`src/hdl/rbc_pkg.sv`:
```
// Shared types and constants for the rejoin backoff controller.
package rbc_pkg;

   // Highest transmit power step that auto mode climbs to
   localparam logic [2:0] MAX_POWER_LEVEL = 3'd4;

   localparam int CSR_ADDR_W = 5;
   localparam int CSR_DATA_W = 32;
   localparam int REQ_DATA_W = 8;
   localparam int REQ_USER_W = 2;
   localparam int RSP_DATA_W = 96;

   // Reset values of the configuration registers
   localparam logic [1:0]  MODE_RESET     = 2'd0;
   localparam logic [7:0]  TRIES_RESET    = 8'd4;
   localparam logic [31:0] START_RESET    = 32'd10000;
   localparam logic [4:0]  FACTOR_RESET   = 5'd2;
   localparam logic [31:0] MAX_RESET      = 32'd1800000;
   localparam logic [7:0]  DS_THR_RESET   = 8'd10;
   localparam logic [31:0] DS_INT_RESET   = 32'd3600000;
   localparam logic [7:0]  GU_THR_RESET   = 8'd20;

   localparam logic [1:0]  MODE_AUTO      = 2'd0;

   // Valid range of a logical channel for the quick rejoin
   localparam logic [4:0]  CHAN_FIRST     = 5'd11;
   localparam logic [4:0]  CHAN_LAST      = 5'd26;

   typedef enum logic [1:0] {
      OP_JOIN_OK         = 2'd0,
      OP_PARENT_RESTORED = 2'd1,
      OP_REJOIN_FAILED   = 2'd2,
      OP_KEY_PRESS       = 2'd3
   } op_type;

   typedef enum logic [2:0] {
      REG_TX_POWER_MODE  = 3'd0,
      REG_RETRY_TRIES    = 3'd1,
      REG_START_DELAY    = 3'd2,
      REG_BACKOFF_FACTOR = 3'd3,
      REG_MAX_DELAY      = 3'd4,
      REG_DS_THRESHOLD   = 3'd5,
      REG_DS_INTERVAL    = 3'd6,
      REG_GU_THRESHOLD   = 3'd7
   } reg_index_type;

   typedef struct packed {
      logic [15:0] total_successes;
      logic [15:0] total_failures;
      logic [7:0]  retries_remaining;
      logic [7:0]  failures_in_row;
      logic        attempt_recover;
      logic        quick_rejoin;
      logic        deep_sleep;
      logic        gave_up;
      logic        tx_power_write;
      logic [2:0]  tx_power;
      logic [31:0] rejoin_delay;
      logic        schedule_rejoin;
   } rsp_type;

endpackage

```
`src/hdl/rejoin_backoff_controller.sv`:
```
// Rejoin backoff controller: retry state, backoff delay and power stepping per event.
//
//  channel  direction  payload
//  -------  ---------  ------------------------------------------------------------
//  req_     in         tuser: operation; tdata: channel, is_orphan
//  rsp_     out        tdata: the result fields of one event (see port comment)
//  csr_     in         APB register port, eight registers at byte address 4*index
//
// One event per cycle unless a held result stalls: the state update and result are
// one combinational pass from the event to the result register and the state registers.
// An event is taken whenever the result register is empty or drains in the same cycle.
// rsp_tvalid is registered and rises in the cycle after an event is accepted.
// Synchronous reset loads register defaults and clears the retry state to a fresh backoff.
// CSR writes never touch the retry state; tries and start delay apply at its next reset.
module rejoin_backoff_controller #(
   parameter logic [2:0] MAX_POWER_LEVEL = rbc_pkg::MAX_POWER_LEVEL
) (
   input  logic                             clock,
   input  logic                             reset,
   input  logic                             req_tvalid,
   output logic                             req_tready,
   // [4:0] channel, [5] is_orphan, [7:6] zero
   input  logic [rbc_pkg::REQ_DATA_W-1:0]   req_tdata,
   // [1:0] operation
   input  logic [rbc_pkg::REQ_USER_W-1:0]   req_tuser,
   output logic                             rsp_tvalid,
   input  logic                             rsp_tready,
   // [0] schedule_rejoin, [32:1] rejoin_delay, [35:33] tx_power, [36] tx_power_write,
   // [37] gave_up, [38] deep_sleep, [39] quick_rejoin, [40] attempt_recover,
   // [48:41] failures_in_row, [56:49] retries_remaining, [72:57] total_failures,
   // [88:73] total_successes, [95:89] zero
   output logic [rbc_pkg::RSP_DATA_W-1:0]   rsp_tdata,
   input  logic                             csr_psel,
   input  logic                             csr_penable,
   input  logic                             csr_pwrite,
   input  logic [rbc_pkg::CSR_ADDR_W-1:0]   csr_paddr,
   input  logic [rbc_pkg::CSR_DATA_W-1:0]   csr_pwdata,
   output logic [rbc_pkg::CSR_DATA_W-1:0]   csr_prdata,
   output logic                             csr_pready
);
   import rbc_pkg::*;

   // configuration registers
   logic [1:0]  mode_ff;
   logic [7:0]  tries_ff;
   logic [31:0] start_ff;
   logic [4:0]  factor_ff;
   logic [31:0] max_ff;
   logic [7:0]  ds_thr_ff;
   logic [31:0] ds_int_ff;
   logic [7:0]  gu_thr_ff;

   // retry state
   logic [7:0]  retries_ff,    retries_in;
   logic [31:0] delay_ff,      delay_in;
   logic [7:0]  fail_row_ff,   fail_row_in;
   logic [2:0]  power_ff,      power_in;
   logic        quick_done_ff, quick_done_in;
   logic [4:0]  last_chan_ff,  last_chan_in;
   logic [15:0] fail_tot_ff,   fail_tot_in;
   logic [15:0] succ_tot_ff,   succ_tot_in;

   rsp_type     rsp_ff, rsp_in;
   logic        rsp_valid_ff;

   logic          req_accept;
   logic          csr_write;
   reg_index_type csr_index;
   op_type        op;
   logic [4:0]    req_chan;
   logic          req_orphan;
   logic [36:0]   product;

   assign op         = op_type'(req_tuser[1:0]);
   assign req_chan   = req_tdata[4:0];
   assign req_orphan = req_tdata[5];

   assign req_tready = !rsp_valid_ff || rsp_tready;
   assign req_accept = req_tvalid && req_tready;
   assign rsp_tvalid = rsp_valid_ff;
   assign rsp_tdata  = {{(RSP_DATA_W - $bits(rsp_type)){1'b0}}, rsp_ff};

   assign csr_pready = 1'b1;
   assign csr_write  = csr_psel && csr_penable && csr_pwrite && csr_pready;
   assign csr_index  = reg_index_type'(csr_paddr[4:2]);

   always_comb begin
      case (csr_index)
         REG_TX_POWER_MODE:  csr_prdata = {30'd0, mode_ff};
         REG_RETRY_TRIES:    csr_prdata = {24'd0, tries_ff};
         REG_START_DELAY:    csr_prdata = start_ff;
         REG_BACKOFF_FACTOR: csr_prdata = {27'd0, factor_ff};
         REG_MAX_DELAY:      csr_prdata = max_ff;
         REG_DS_THRESHOLD:   csr_prdata = {24'd0, ds_thr_ff};
         REG_DS_INTERVAL:    csr_prdata = ds_int_ff;
         REG_GU_THRESHOLD:   csr_prdata = {24'd0, gu_thr_ff};
         default:            csr_prdata = '0;
      endcase
   end

   always_ff @(posedge clock) begin
      if (reset) begin
         mode_ff   <= MODE_RESET;
         tries_ff  <= TRIES_RESET;
         start_ff  <= START_RESET;
         factor_ff <= FACTOR_RESET;
         max_ff    <= MAX_RESET;
         ds_thr_ff <= DS_THR_RESET;
         ds_int_ff <= DS_INT_RESET;
         gu_thr_ff <= GU_THR_RESET;
      end else if (csr_write) begin
         case (csr_index)
            REG_TX_POWER_MODE:  mode_ff   <= csr_pwdata[1:0];
            REG_RETRY_TRIES:    tries_ff  <= csr_pwdata[7:0];
            REG_START_DELAY:    start_ff  <= csr_pwdata;
            REG_BACKOFF_FACTOR: factor_ff <= csr_pwdata[4:0];
            REG_MAX_DELAY:      max_ff    <= csr_pwdata;
            REG_DS_THRESHOLD:   ds_thr_ff <= csr_pwdata[7:0];
            REG_DS_INTERVAL:    ds_int_ff <= csr_pwdata;
            REG_GU_THRESHOLD:   gu_thr_ff <= csr_pwdata[7:0];
            default: ;
         endcase
      end
   end

   assign product = delay_ff * {32'd0, factor_ff};

   always_comb begin
      retries_in    = retries_ff;
      delay_in      = delay_ff;
      fail_row_in   = fail_row_ff;
      power_in      = power_ff;
      quick_done_in = quick_done_ff;
      last_chan_in  = last_chan_ff;
      fail_tot_in   = fail_tot_ff;
      succ_tot_in   = succ_tot_ff;
      rsp_in        = '0;

      case (op)
         OP_JOIN_OK: begin
            succ_tot_in   = succ_tot_ff + 16'd1;
            fail_row_in   = '0;
            last_chan_in  = req_chan;
            if (mode_ff == MODE_AUTO && power_ff != 3'd0) begin
               power_in              = '0;
               rsp_in.tx_power_write = 1'b1;
            end
            retries_in    = tries_ff;
            delay_in      = start_ff;
            quick_done_in = 1'b0;
         end
         OP_PARENT_RESTORED: begin
            retries_in    = tries_ff;
            delay_in      = start_ff;
            quick_done_in = 1'b0;
            fail_row_in   = '0;
         end
         OP_REJOIN_FAILED: begin
            fail_tot_in = fail_tot_ff + 16'd1;
            if (fail_row_ff != 8'hFF)
               fail_row_in = fail_row_ff + 8'd1;
            if (mode_ff == MODE_AUTO && power_ff < MAX_POWER_LEVEL) begin
               power_in              = power_ff + 3'd1;
               rsp_in.tx_power_write = 1'b1;
            end
            if (retries_ff != 8'd0) begin
               // saturate the multiplied delay at all ones
               delay_in   = (product[36:32] != 5'd0) ? 32'hFFFF_FFFF : product[31:0];
               retries_in = retries_ff - 8'd1;
            end else begin
               delay_in = max_ff;
            end
            if (fail_row_in >= ds_thr_ff) begin
               delay_in          = ds_int_ff;
               rsp_in.deep_sleep = 1'b1;
            end
            if (fail_row_in >= gu_thr_ff) begin
               rsp_in.gave_up = 1'b1;
            end else begin
               if (!quick_done_ff && last_chan_ff != 5'd0) begin
                  quick_done_in       = 1'b1;
                  rsp_in.quick_rejoin = (last_chan_ff >= CHAN_FIRST) &&
                                        (last_chan_ff <= CHAN_LAST);
               end
               rsp_in.schedule_rejoin = 1'b1;
               rsp_in.rejoin_delay    = delay_in;
            end
         end
         OP_KEY_PRESS: begin
            if (req_orphan) begin
               // clear a run that had given up before trying again
               if (fail_row_ff >= gu_thr_ff) begin
                  fail_row_in   = '0;
                  retries_in    = tries_ff;
                  delay_in      = start_ff;
                  quick_done_in = 1'b0;
               end
               rsp_in.attempt_recover = 1'b1;
            end
         end
         default: ;
      endcase

      rsp_in.tx_power          = power_in;
      rsp_in.failures_in_row   = fail_row_in;
      rsp_in.retries_remaining = retries_in;
      rsp_in.total_failures    = fail_tot_in;
      rsp_in.total_successes   = succ_tot_in;
   end

   always_ff @(posedge clock) begin
      if (reset) begin
         retries_ff    <= TRIES_RESET;
         delay_ff      <= START_RESET;
         fail_row_ff   <= '0;
         power_ff      <= '0;
         quick_done_ff <= 1'b0;
         last_chan_ff  <= '0;
         fail_tot_ff   <= '0;
         succ_tot_ff   <= '0;
      end else if (req_accept) begin
         retries_ff    <= retries_in;
         delay_ff      <= delay_in;
         fail_row_ff   <= fail_row_in;
         power_ff      <= power_in;
         quick_done_ff <= quick_done_in;
         last_chan_ff  <= last_chan_in;
         fail_tot_ff   <= fail_tot_in;
         succ_tot_ff   <= succ_tot_in;
      end
   end

   always_ff @(posedge clock) begin
      if (reset) begin
         rsp_valid_ff <= 1'b0;
      end else if (req_accept) begin
         rsp_valid_ff <= 1'b1;
      end else if (rsp_tready) begin
         rsp_valid_ff <= 1'b0;
      end
   end

   // hold the result until its transaction completes
   always_ff @(posedge clock) begin
      if (req_accept)
         rsp_ff <= rsp_in;
   end

`ifndef SYNTHESIS
   a_accept_gives_result: assert property (@(posedge clock) disable iff (reset)
      req_accept |=> rsp_tvalid)
      else $error("accepted transaction produced no result");

   a_fail_counts: assert property (@(posedge clock) disable iff (reset)
      (req_accept && op == OP_REJOIN_FAILED) |=>
         (fail_tot_ff == $past(fail_tot_ff) + 16'd1) && (rsp_ff.failures_in_row != 8'd0))
      else $error("failure transaction not counted");

   a_success_counts: assert property (@(posedge clock) disable iff (reset)
      (req_accept && op == OP_JOIN_OK) |=>
         (succ_tot_ff == $past(succ_tot_ff) + 16'd1) && (fail_row_ff == 8'd0))
      else $error("join success not counted");

   a_no_delay_unscheduled: assert property (@(posedge clock) disable iff (reset)
      (rsp_valid_ff && !rsp_ff.schedule_rejoin) |-> (rsp_ff.rejoin_delay == 32'd0))
      else $error("delay reported without a scheduled rejoin");

   a_key_keeps_power: assert property (@(posedge clock) disable iff (reset)
      (req_accept && (op == OP_KEY_PRESS || op == OP_PARENT_RESTORED)) |=>
         $stable(power_ff))
      else $error("power changed on an event that must not touch it");
`endif

endmodule
```
`config.mk`:
```
export PLATFORM = sky130hd
export DESIGN_NAME = rejoin_backoff_controller
export DESIGN_NICKNAME = d
export VERILOG_FILES = /design/src/hdl/rbc_pkg.sv /design/src/hdl/rejoin_backoff_controller.sv
export SDC_FILE = /design/constraint.sdc
export NUM_CORES = 1
export LEC_CHECK = 0
export BUFFER_PORTS_ARGS = -buffer_cell sky130_fd_sc_hd__buf_4
export CAP_MARGIN = 20
export CORE_ASPECT_RATIO = 1.2
export CORE_MARGIN = 8
export CORE_UTILIZATION = 37
export CTS_BUF_LIST = sky130_fd_sc_hd__clkbuf_8
export CTS_CLUSTER_SIZE = 25
export DETAILED_ROUTE_END_ITERATION = 12
export PLACE_DENSITY_LB_ADDON = 0.3
export SETUP_SLACK_MARGIN = 0.5
export SYNTH_ARGS = -nofsm -noshare
export SYNTH_HDL_FRONTEND = slang
export SYNTH_SLANG_ARGS = --single-unit
```
`constraint.sdc`:
```
create_clock -name clock -period 7.2 [get_ports clock]
set_input_delay 2.16 -clock clock [delete_from_list [all_inputs] [get_ports clock]]
set_output_delay 2.16 -clock clock [all_outputs]
set_load 0.01 [all_outputs]
```
==> results by group, run 1 <==
Global routing
  • Vias in the first global route: 17340
  • GRT Util Overall: 0.1997
  • Largest net degree at the start of global routing: 85
  • Initial antenna violation count: 2
  • Met3 Resource Use GR: 0.04649
  • GR Layer Usage met1: 0.2444
  • First-pass GRT wire length: 97880 um
  • Congestion Overflow GR: 0
  • Met2 Use GR: 0.3393
  • Busiest grt layer: met2

Layout
  • NumNets Final: 2639
  • P&R area growth vs syn: 14.98%
  • Leading cell type in the layout, fill and taps excluded: nand2_1
  • Register area: 7017 um^2
  • Multi-input gate area: 11670 um^2
  • Fraction of layout cells with a size suffix above 1: 0.1422
  • Fill count: 5270
  • Non-Filler Instances: approximately 3200
  • Most frequent cells in the layout: 370 x nand2_1, 219 x nor2_1, 217 x dfxtp_1

Yosys
  • Netlist Area Pre-Place: 19850 um^2
  • Ranking of synthesized cells by area: dfxtp_1 22%, edfxtp_1 13%, fa_1 9.1%
  • Largest area contributor in the netlist: dfxtp_1
  • Top FF cell, synth: dfxtp_1
  • Ys async rst share: 0
  • Mapped Cells: around 2300
  • EDFF count, synth: 89
  • Register area share after synthesis: 0.3535
  • Post-Syn Area per Cell: 8.599 um^2
  • Post-synth top area share: 0.2189
  • Yosys warns: 0
  • Synth Register Bits: 306
  • Number of distinct library cells after synthesis: 79

Floorplanning
  • Core Region: 53410 um^2
  • Die width: between 200 and 250 um
  • Die Y: 269.7 um
  • Die outline area: 61340 um^2
  • # rows: 93
  • # IOs: between 150 and 200
  • Initial core utilization: 0.3716

Clocking
  • CTS Hold Bufs: 0
  • CTS clk-pin slew, worst paths: about 0.07 ns
  • CTS tree: built
  • Clk sink count: 306
  • H-tree Lvls: 2
  • Post-CTS Resized: 0
  • Number of setup buffers added after CTS: 0
  • Num CTS Buffers: 53
  • Clock tree buffer depth: 3
  • Clk Latency, worst-skew pair: between 0.6 and 0.7 ns
  • Clk root buf: clkbuf_8

Detailed routing
  • DR iter-0 viols: about 1300
  • DR vias: 16970
  • Wire per inst: between 15 and 20 um
  • Number of vias per cell: 5.344
  • Residual DRC: 0
  • Post-route ant nets: 0
  • Routed wire length: 62340 um
  • Drt pass-1 iters: 5

Critical path
  • Crit end category: flip-flop
  • CP arrival: 6.73 ns
  • WS Path Type: flip-flop to flip-flop
  • CP Max Fanout: 18
  • Startpoint Class: flip-flop
  • Required @ worst endpoint: 7.56 ns

STA
  • RSZ-0062 raised after global routing: false
  • Final hold vios: 0
  • Final Cycle Share: 0.8838
  • # setup viols final: 0
  • Setup TNS: 0 ns
  • Period minus WS final: 6.363 ns
  • Peak Freq: 157.1 MHz
  • Fin. max-slew vios: 0
  • Skew final: around 0.016 ns
  • Max-Slew Margin vs Limit: 0.2924
  • Worst Max-Slew Pin Slew: 1.058 ns

Pwr
  • Peak VDD IR: between 0.00015 and 0.0002 V
  • PwrDens: 179.2 nW/um^2
  • Leak: 9.570 nW

Place
  • PortBufs: 172
  • Post-Place Cells: between 3000 and 4000
  • RD Place Congestion: ~0.90
  • Dpl hpwl: roughly 44000 um

Outcome
  • Status: finished clean

Min path
  • Hold Path Class: flip-flop to flip-flop

Job
  • Maxcap violations: 0
==> worst paths after layout <==
| check | startpoint | end | cells after the start | slack (ns) |
|---|---|---|---|---|
| worst max-delay path | factor_ff[4]$_SDFFE_PP0P_ | rsp_tdata[26]$_SDFFCE_PP0P_ | 19 | 0.84 |
| worst min-delay path | max_ff[5]$_SDFFE_PP0P_ | max_ff[5]$_SDFFE_PP0P_ | 2 | 0.47 |
| worst max register to register | factor_ff[4]$_SDFFE_PP0P_ | rsp_tdata[26]$_SDFFCE_PP0P_ | 19 | 0.84 |
| worst min register to register | max_ff[5]$_SDFFE_PP0P_ | max_ff[5]$_SDFFE_PP0P_ | 2 | 0.47 |
==> where the power goes <==
group	total (W)	switching, W	internal [W]	leakage, nW
clock network	0.00169	0.000789	0.000904	0.614
logic	0.000523	0.000328	0.000195	6.30
registers	0.00187	0.0000419	0.00183	2.65
==> layer usage <==
layer / share of wire / vias up
li1: - / 8040
met1: 0.42 / 8257
met2: 0.48 / 543
met3: 0.066 / 124
met4: 0.034 / 2
met5: 0.00021 / -
==> flip-flops by register name, summed over array words and instances (netlist names) <==
register,cells
rsp_tdata,89
delay_ff,32
ds_int_ff,32
max_ff,32
start_ff,32
fail_tot_ff,16
succ_tot_ff,16
ds_thr_ff,8
fail_row_ff,8
gu_thr_ff,8
retries_ff,8
tries_ff,8
factor_ff,5
last_chan_ff,5
power_ff,3
mode_ff,2
quick_done_ff,1
rsp_tvalid,1
==> cells by family (layout without fill, tap and decap cells) <==
kind of cell	after synthesis	count (layout)	share of synthesized area
XOR/XNOR	94	94	0.04148
AO/OA/AOI/OAI	455	455	0.1524
other	2	9	0.0003784
adder cells (fa/ha/maj)	166	166	0.1387
multiplexers	62	62	0.03694
flip-flops	306	306	0.3535
AND/OR/NAND/NOR	918	918	0.2152
buffers and inverters	305	453	0.06140
==> cell usage after synthesis, drive strengths merged, types with 12 or more instances <==
master	count
a311oi	22
a21o	21
nand4	12
mux2i	26
a21oi	180
a22oi	30
a2bb2oi	16
xnor2	46
nor3	17
nand3	40
inv	153
nand2	370
nor2b	18
mux2	30
clkbuf	122
ha	76
edfxtp	89
nor2	223
o21ai	64
and2	137
dfxtp	217
nand3b	28
o21a	13
xor2	48
a31o	17
fa	90
or3	15
nand2b	19
and3	12
buf	30
==> through the flow <==
step                hold slack, ns    util  setup WS [ns]  power (W)  area, um^2
finish                      0.4656  0.4273         0.8366   0.004089       22820
global route                0.4905  0.4273         0.5240   0.004264       22820
CTS                         0.4673  0.4265         0.9195   0.004143       22780
detailed placement          0.4572  0.4055         0.9181   0.002432       21660
global placement            0.4536  0.4055         0.9495   0.002425       21660
floorplan                   0.4414       -          1.174   0.002218       19870
==> critical path, stage by stage, from the launching register on <==
cell,delay (ns)
dfxtp_1,0.82
buf_4,0.33
and2_1,0.19
fa_1,0.44
fa_1,0.55
inv_1,0.05
fa_1,0.53
inv_1,0.04
ha_1,0.36
nand2_1,0.17
a21oi_1,0.15
a21boi_1,0.12
a21oi_1,0.26
o21ai_1,0.19
a21oi_1,0.27
o311a_1,0.76
buf_4,0.33
nor3b_1,0.21
o2bb2ai_1,0.18
nor2_1,0.10
==> area by class of cell <==
type,instances,share of cell area
inverters,153,0.02539
repair buffers,202,0.06766
diodes,1,0.0001097
multi-input cells,1703,0.5113
clock inverters,32,0.009212
flip-flops and latches,306,0.3075
clock buffers,66,0.03981
well taps,712,0.03904
Note: power is estimated with default switching activity, not from simulation.
==> run 2, diff against run 1 <==
Settings changed: ABC_AREA set to 1, CTS_CLUSTER_DIAMETER set to 150.
==> run 2 against run 1 <==
Net effect: setup slack better by 0.22 ns; clock power shrank 52%; combinational power up 36%; critical path type is now input port to output port.
==> results by group, run 2 <==
Critical path
  • Required @ worst endpoint: 5.04 ns (-2.52 ns)
  • Slowest cell on crit path: inv_1
  • Startpoint Class: input port
  • Critical path's largest stage delay: 0.51 ns (-0.31 ns)
  • CP Max Fanout: 13 (-5)
  • CP cell instances: buf_4 > inv_1 > nor2_1 > inv_1 > buf_4 > o22ai_1 > a21oi_1 > nand3_1 > buf_4
  • CP arrival: 3.99 ns (-2.74 ns)
  • Buf/Inv on CP: 5 (+1)
  • Most common cell on crit path: buf_4
  • CP top delay family: buffers and inverters
  • CP Depth: 9 (-10)
  • R2R cell count: 22 (+3)
  • WS Path Type: input port to output port
  • Crit end category: output port

Layout
  • Leading cell type in the layout, fill and taps excluded: nand2_1
  • Max FFs per register: 89 (unchanged)
  • Most frequent cells in the layout: 621 x nand2_1, 535 x inv_1, 245 x a21oi_1
  • P&R area growth vs syn: 11.39%
  • Fraction of layout cells with a size suffix above 1: 0.09648 (-0.04568)
  • Fill count: 5500 (+4.4%)
  • NumNets Final: 3081 (+17%)

Detailed routing
  • DR vias: 18130 (+6.8%)
  • Drt pass-1 iters: 5 (unchanged)
  • Met2 wire len: 31160 um (+3.4%)
  • Post-route ant nets: 0 (unchanged)
  • DR iter-0 viols: 1437 (+8.9%)
  • Wire per inst: 18.02 um (-8.2%)
  • Routed wire length: 64620 um (+3.7%)
  • Residual DRC: 0 (unchanged)
  • Met3 Wirelength: 4540 um (+11%)
  • Number of vias per cell: 5.054 (-5.4%)
  • M1 WL: 26780 um (+3.1%)
  • Top layer in use: met5

Yosys
  • Synth Register Bits: 306 (unchanged)
  • Mapped Cells: 2754 (+19%)
  • Yosys warns: 0 (unchanged)
  • Ranking of synthesized cells by area: dfxtp_1 22%, edfxtp_1 13%, nand2_1 12%
  • Largest area contributor in the netlist: dfxtp_1
  • Register area share after synthesis: 0.3496 (-0.003967)
  • Post-synth top area share: 0.2164 (-0.002456)
  • Post-Syn Area per Cell: 7.288 um^2 (-15%)
  • Top FF cell, synth: dfxtp_1
  • Netlist Area Pre-Place: 20070 um^2 (+1.1%)
  • EDFF count, synth: 89 (unchanged)
  • Number of distinct library cells after synthesis: 55 (-30%)
  • Ys async rst share: 0 (unchanged)
  • Post-synth top cells: 622 x nand2_1, 528 x inv_1, 245 x a21oi_1, 217 x dfxtp_1, 208 x nor2_1
  • Most frequent cell after synthesis: nand2_1

Job
  • Maxcap violations: 0 (unchanged)

Floorplanning
  • Die outline area: 61990 um^2 (+1.1%)
  • # IOs: 185 (unchanged)
  • Die Y: 271.1 um (+0.53%)
  • # rows: 93 (unchanged)
  • Initial core utilization: 0.3742 (+0.002586)
  • Core Region: 53640 um^2 (+0.44%)
  • Die width: 228.6 um (+0.53%)

Clocking
  • Clk sink count: 306 (unchanged)
  • Num CTS Buffers: 16 (-70%)
  • Clk Latency, worst-skew pair: 0.63 ns (about the same)
  • CTS tree: built
  • Clock tree buffer depth: 3 (unchanged)
  • Number of setup buffers added after CTS: 0 (unchanged)
  • CTS Hold Bufs: 0 (unchanged)
  • CTS clk-pin slew, worst paths: 0.15 ns (+0.08 ns)
  • Post-CTS Resized: 0 (unchanged)
  • H-tree Lvls: 1 (-1)
  • Clk root buf: clkbuf_8

STA
  • Final Cycle Share: 0.8538 (-0.03006)
  • Peak Freq: 162.7 MHz (+3.5%)
  • # setup viols final: 0 (unchanged)
  • Fin. max-slew vios: 0 (unchanged)
  • Setup TNS: 0 ns (unchanged)
  • Final hold vios: 0 (unchanged)
  • RSZ-0062 raised after global routing: false
  • Worst Max-Slew Pin Slew: 0.9556 ns (-0.1020 ns)
  • Skew final: 0.03380 ns (+0.01826 ns)
  • Period minus WS final: 6.147 ns (-0.2164 ns)
  • Setup ws final: 1.053 ns (+0.2164 ns)
  • Max-Slew Margin vs Limit: 0.3620 (+0.06966)

Place
  • Pre-CTS WS: 1.125 ns (+0.2073 ns)
  • RD Place Congestion: 0.9123 (+1.6%)
  • PortBufs: 172 (unchanged)
  • Dpl hpwl: 46510 um (+5.5%)

Pwr
  • PwrDens: 154.8 nW/um^2 (-14%)
  • Peak VDD IR: 0.0001247 V (-17%)
  • Leak: 11.60 nW (+21%)
  • Total power: 0.003462 W (-15%)

Min path
  • WHS Path Cells: 2 (unchanged)
  • Hold Path Class: flip-flop to flip-flop

Global routing
  • Initial antenna violation count: 5 (+3)
  • Vias in the first global route: 17890 (+3.1%)
  • GRT Util Overall: 0.2001 (+0.0003906)
  • Largest net degree at the start of global routing: 92 (+8.2%)
  • Congestion Overflow GR: 0 (unchanged)
  • First-pass GRT wire length: 100200 um (+2.4%)

Outcome
  • Status: finished clean
run 2: cell count changes after synthesis, sizes merged, moves of 30 or more:
cell   before  now
mux2       30    0
xnor2      46   16
nand3      40   91
inv       153  530
a21oi     180  246
nand2     370  624
and2      137    0
o21ai      64  235
run 2: cell families after synthesis:
group / Yosys count / synth area share
AO/OA/AOI/OAI: 585 / 0.1630
XOR/XNOR: 54 / 0.02356
adder cells (fa/ha/maj): 166 / 0.1371
buffers and inverters: 654 / 0.1245
flip-flops: 306 / 0.3496
other: 2 / 0.0003742
AND/OR/NAND/NOR: 987 / 0.2018
run 2: power breakdown:
| group | total (W) | switching (W) | internal, W |
|---|---|---|---|
| Clock | 0.000819 | 0.000598 | 0.000221 |
| Combinational | 0.000710 | 0.000465 | 0.000245 |
| Sequential | 0.00193 | 0.0000647 | 0.00187 |
run 2: per-layer routing:
metal | global-route usage | vias to the layer above
met5 | 0 | -
met1 | 0.2502 | 8555
met4 | 0.06794 | 2
met2 | 0.3447 | 565
li1 | - | 8894
met3 | 0.03558 | 109
run 2: per-stage QoR:
step                hold WS, ns  cells  instance area, um^2    util
finish                   0.4856   3586                22360  0.4168
global route             0.5190   3585                22360  0.4168
CTS                      0.4846   3582                22340  0.4164
detailed placement       0.4640   3554                22050  0.4111
global placement         0.4630   3554                22050  0.4111
floorplan                0.4445   2760                20090       -
run 2: layout make-up:
cell class	instances	area (um^2)	share of cell area
Tap cell	712	890.9	0.03984
Clock buffer	16	220.2	0.009849
Clock inverter	12	63.81	0.002854
Inverter	534	2009	0.08987
Antenna cell	3	7.507	0.0003358
Timing Repair Buffer	203	1531	0.06849
Multi-Input combinational cell	1800	10620	0.4749
Sequential cell	306	7017	0.3138
run 2: final timing paths:
path | start | slack, ns | endpoint
max | csr_paddr[4] | 1.05 | csr_prdata[7]
min | last_chan_ff[2]$_SDFFE_PP0P_ | 0.49 | last_chan_ff[2]$_SDFFE_PP0P_
max reg2reg | factor_ff[2]$_SDFFE_PP0P_ | 1.35 | rsp_tdata[7]$_SDFFCE_PP0P_
min reg2reg | last_chan_ff[2]$_SDFFE_PP0P_ | 0.49 | last_chan_ff[2]$_SDFFE_PP0P_
run 2: worst register-to-register path, cell delays in order (launching register included):
cell and delay, ns:
dfxtp_1 0.63, buf_4 0.27, nand2_1 0.07, inv_1 0.08, fa_1 0.45, fa_1 0.56, inv_1 0.06, fa_1 0.54
inv_1 0.04, ha_1 0.35, nand2_1 0.13, nor2_1 0.32, nand2_1 0.09, inv_1 0.08, nand4_1 0.08, nand3_1 0.23
nand2_1 0.14, nand3_1 0.09, nand2_1 0.09, inv_1 0.18, nand3_4 0.50, o21ai_1 0.36, a21oi_1 0.21
==> run 3, diff against run 2 <==
Settings changed: ABC_AREA 1 to not set.
==> run 3 against run 2 <==
Net effect: design area decreased by 1.6%; cell count decreased by 13%; critical path depth increased by 10; via count decreased by 7.9%; global-route usage decreased by 0.37 points; non-clock buffer count decreased by 1; hold slack got worse by 0.0069 ns; clock power increased by 1%; critical path type is now flip-flop to flip-flop.
==> results by group, run 3 (synthesis gave the netlist of run 1 again) <==
Outcome
  • Status: finished clean

Clocking
  • H-tree Lvls: 1 (unchanged)
  • Clk root buf: clkbuf_8
  • Number of setup buffers added after CTS: 0 (unchanged)
  • CTS Hold Bufs: 0 (unchanged)
  • Num CTS Buffers: 16 (unchanged)
  • Clk Latency, worst-skew pair: 0.62 ns (about the same)
  • Clk sink count: 306 (unchanged)
  • Clock tree buffer depth: 3 (unchanged)
  • CTS tree: built
  • Post-CTS Resized: 0 (unchanged)
  • CTS clk-pin slew, worst paths: 0.16 ns (about the same)

Layout
  • Fraction of layout cells with a size suffix above 1: 0.1209 (+0.02439)
  • Most frequent cells in the layout: 370 x nand2_1, 219 x nor2_1, 217 x dfxtp_1
  • Fill count: 5354 (-2.7%)
  • Max FFs per register: 89 (unchanged)
  • NumNets Final: 2602 (-16%)
  • Finished Core Util: 0.4117 (-0.005071)
  • Leading cell type in the layout, fill and taps excluded: nand2_1
  • P&R area growth vs syn: 10.81%

Critical path
  • Buf/Inv on CP: 4 (-1)
  • CP arrival: 6.73 ns (+2.74 ns)
  • Slowest cell on crit path: dfxtp_1
  • Startpoint Class: flip-flop
  • Most common cell on crit path: fa_1
  • Critical path's largest stage delay: 0.86 ns (+0.35 ns)
  • Required @ worst endpoint: 7.55 ns (+2.51 ns)
  • CP Max Fanout: 18 (+5)
  • WS Path Type: flip-flop to flip-flop
  • Crit end category: flip-flop
  • CP cell instances: buf_4 > and2_1 > fa_1 > fa_1 > inv_1 > fa_1 > inv_1 > ha_1 > nand3_1 > nor2_1 > nand3_1 > a21oi_1 > o21ai_1 > a21oi_1 > o311a_1 > buf_4 > nor3b_1 > o2bb2ai_1 > nor2_1
  • CP top delay family: adder cells

Detailed routing
  • Drt pass-1 iters: 6 (+1)
  • Post-route ant nets: 0 (unchanged)
  • DR iter-0 viols: 1349 (-6.1%)
  • Wire per inst: 19.83 um (+10%)
  • Number of vias per cell: 5.376 (+6.4%)
  • Routed wire length: 61560 um (-4.7%)
  • Residual DRC: 0 (unchanged)
  • DR vias: 16690 (-7.9%)

Global routing
  • Largest net degree at the start of global routing: 85 (-7.6%)
  • Met3 Resource Use GR: 0.03671 (+0.001127)
  • First-pass GRT wire length: 96700 um (-3.5%)
  • Initial antenna violation count: 2 (-3)
  • Congestion Overflow GR: 0 (unchanged)
  • Vias in the first global route: 16880 (-5.6%)
  • GR Layer Usage met1: 0.2471 (-0.003155)
  • GRT Util Overall: 0.1963 (-0.003740)
  • Met2 Use GR: 0.3378 (-0.006866)
  • Busiest grt layer: met2

Floorplanning
  • # rows: 93 (unchanged)
  • Die Y: 269.7 um (-0.53%)
  • Die outline area: 61340 um^2 (-1.1%)
  • Die width: 227.4 um (-0.52%)
  • # IOs: 185 (unchanged)
  • Core Region: 53410 um^2 (-0.43%)
  • Initial core utilization: 0.3716 (-0.002586)

STA
  • Setup TNS: 0 ns (unchanged)
  • Final Cycle Share: 0.8866 (+0.03288)
  • Peak Freq: 156.6 MHz (-3.7%)
  • Worst Max-Slew Pin Slew: 1.042 ns (+0.08688 ns)
  • Fin. max-slew vios: 0 (unchanged)
  • Final hold vios: 0 (unchanged)
  • Period minus WS final: 6.384 ns (+0.2367 ns)
  • Max-Slew Margin vs Limit: 0.3025 (-0.05956)
  • RSZ-0062 raised after global routing: false
  • Skew final: 0.03781 ns (+0.004004 ns)
  • # setup viols final: 0 (unchanged)

Job
  • Maxcap violations: 0 (unchanged)

Place
  • Dpl hpwl: 44100 um (-5.2%)
  • RD Place Congestion: 0.8983 (-1.5%)
  • PortBufs: 172 (unchanged)

Min path
  • Hold Path Class: flip-flop to flip-flop

Pwr
  • Total power: 0.003226 W (-6.8%)
  • PwrDens: 146.7 nW/um^2 (-5.3%)
  • Peak VDD IR: 0.0001707 V (+37%)
  • Leak: 9.137 nW (-21%)
run 3: final cells by class:
cell class / instances / area (um^2) / share of cell area
flip-flops and latches: 306 / 7017 / 0.3191
repair buffers: 202 / 1544 / 0.07021
clock buffers: 17 / 234.0 / 0.01064
well taps: 712 / 890.9 / 0.04051
multi-input cells: 1703 / 11670 / 0.5306
clock inverters: 10 / 53.80 / 0.002447
inverters: 153 / 579.3 / 0.02634
diodes: 2 / 5.005 / 0.0002276
run 3: report_power, final:
group          switching [W]  internal (W)  total [W]  leakage, nW
Sequential         0.0000420       0.00183    0.00187         2.65
Combinational       0.000328      0.000195   0.000523         6.30
Clock               0.000599      0.000230   0.000829        0.180
Total               0.000969       0.00226    0.00323         9.14
run 3: path summary, 6_finish.rpt:
check                            start                     endpoint  slack [ns]  cells past startpoint
max reg2reg  factor_ff[4]$_SDFFE_PP0P_  rsp_tdata[26]$_SDFFCE_PP0P_        0.82                     19
min             max_ff[5]$_SDFFE_PP0P_       max_ff[5]$_SDFFE_PP0P_        0.48                      2
min reg2reg     max_ff[5]$_SDFFE_PP0P_       max_ff[5]$_SDFFE_PP0P_        0.48                      2
max          factor_ff[4]$_SDFFE_PP0P_  rsp_tdata[26]$_SDFFCE_PP0P_        0.82                     19
run 3: routing by layer:
metal	share of wire	vias up
li1	-	7939
met5	0.00021	-
met4	0.027	2
met1	0.42	8209
met3	0.060	81
met2	0.49	463
run 3: per-stage QoR:
step           instance area (um^2)  worst slack, ns  hold WS, ns  std cells
2_1_floorplan                 19870            1.174       0.4414       2314
3_3_place_gp                  21660           0.9495       0.4536       3074
3_5_place_dp                  21660           0.9181       0.4572       3074
4_1_cts                       21950           0.8818       0.4801       3101
5_1_grt                       21990           0.5093       0.5032       3104
6_report                      21990           0.8163       0.4788       3105
run 3: tightest hold or removal path: stages, from the launching register on:
cell,delay (ns)
dfxtp_1,0.35
nand2_1,0.05
a21oi_1,0.05
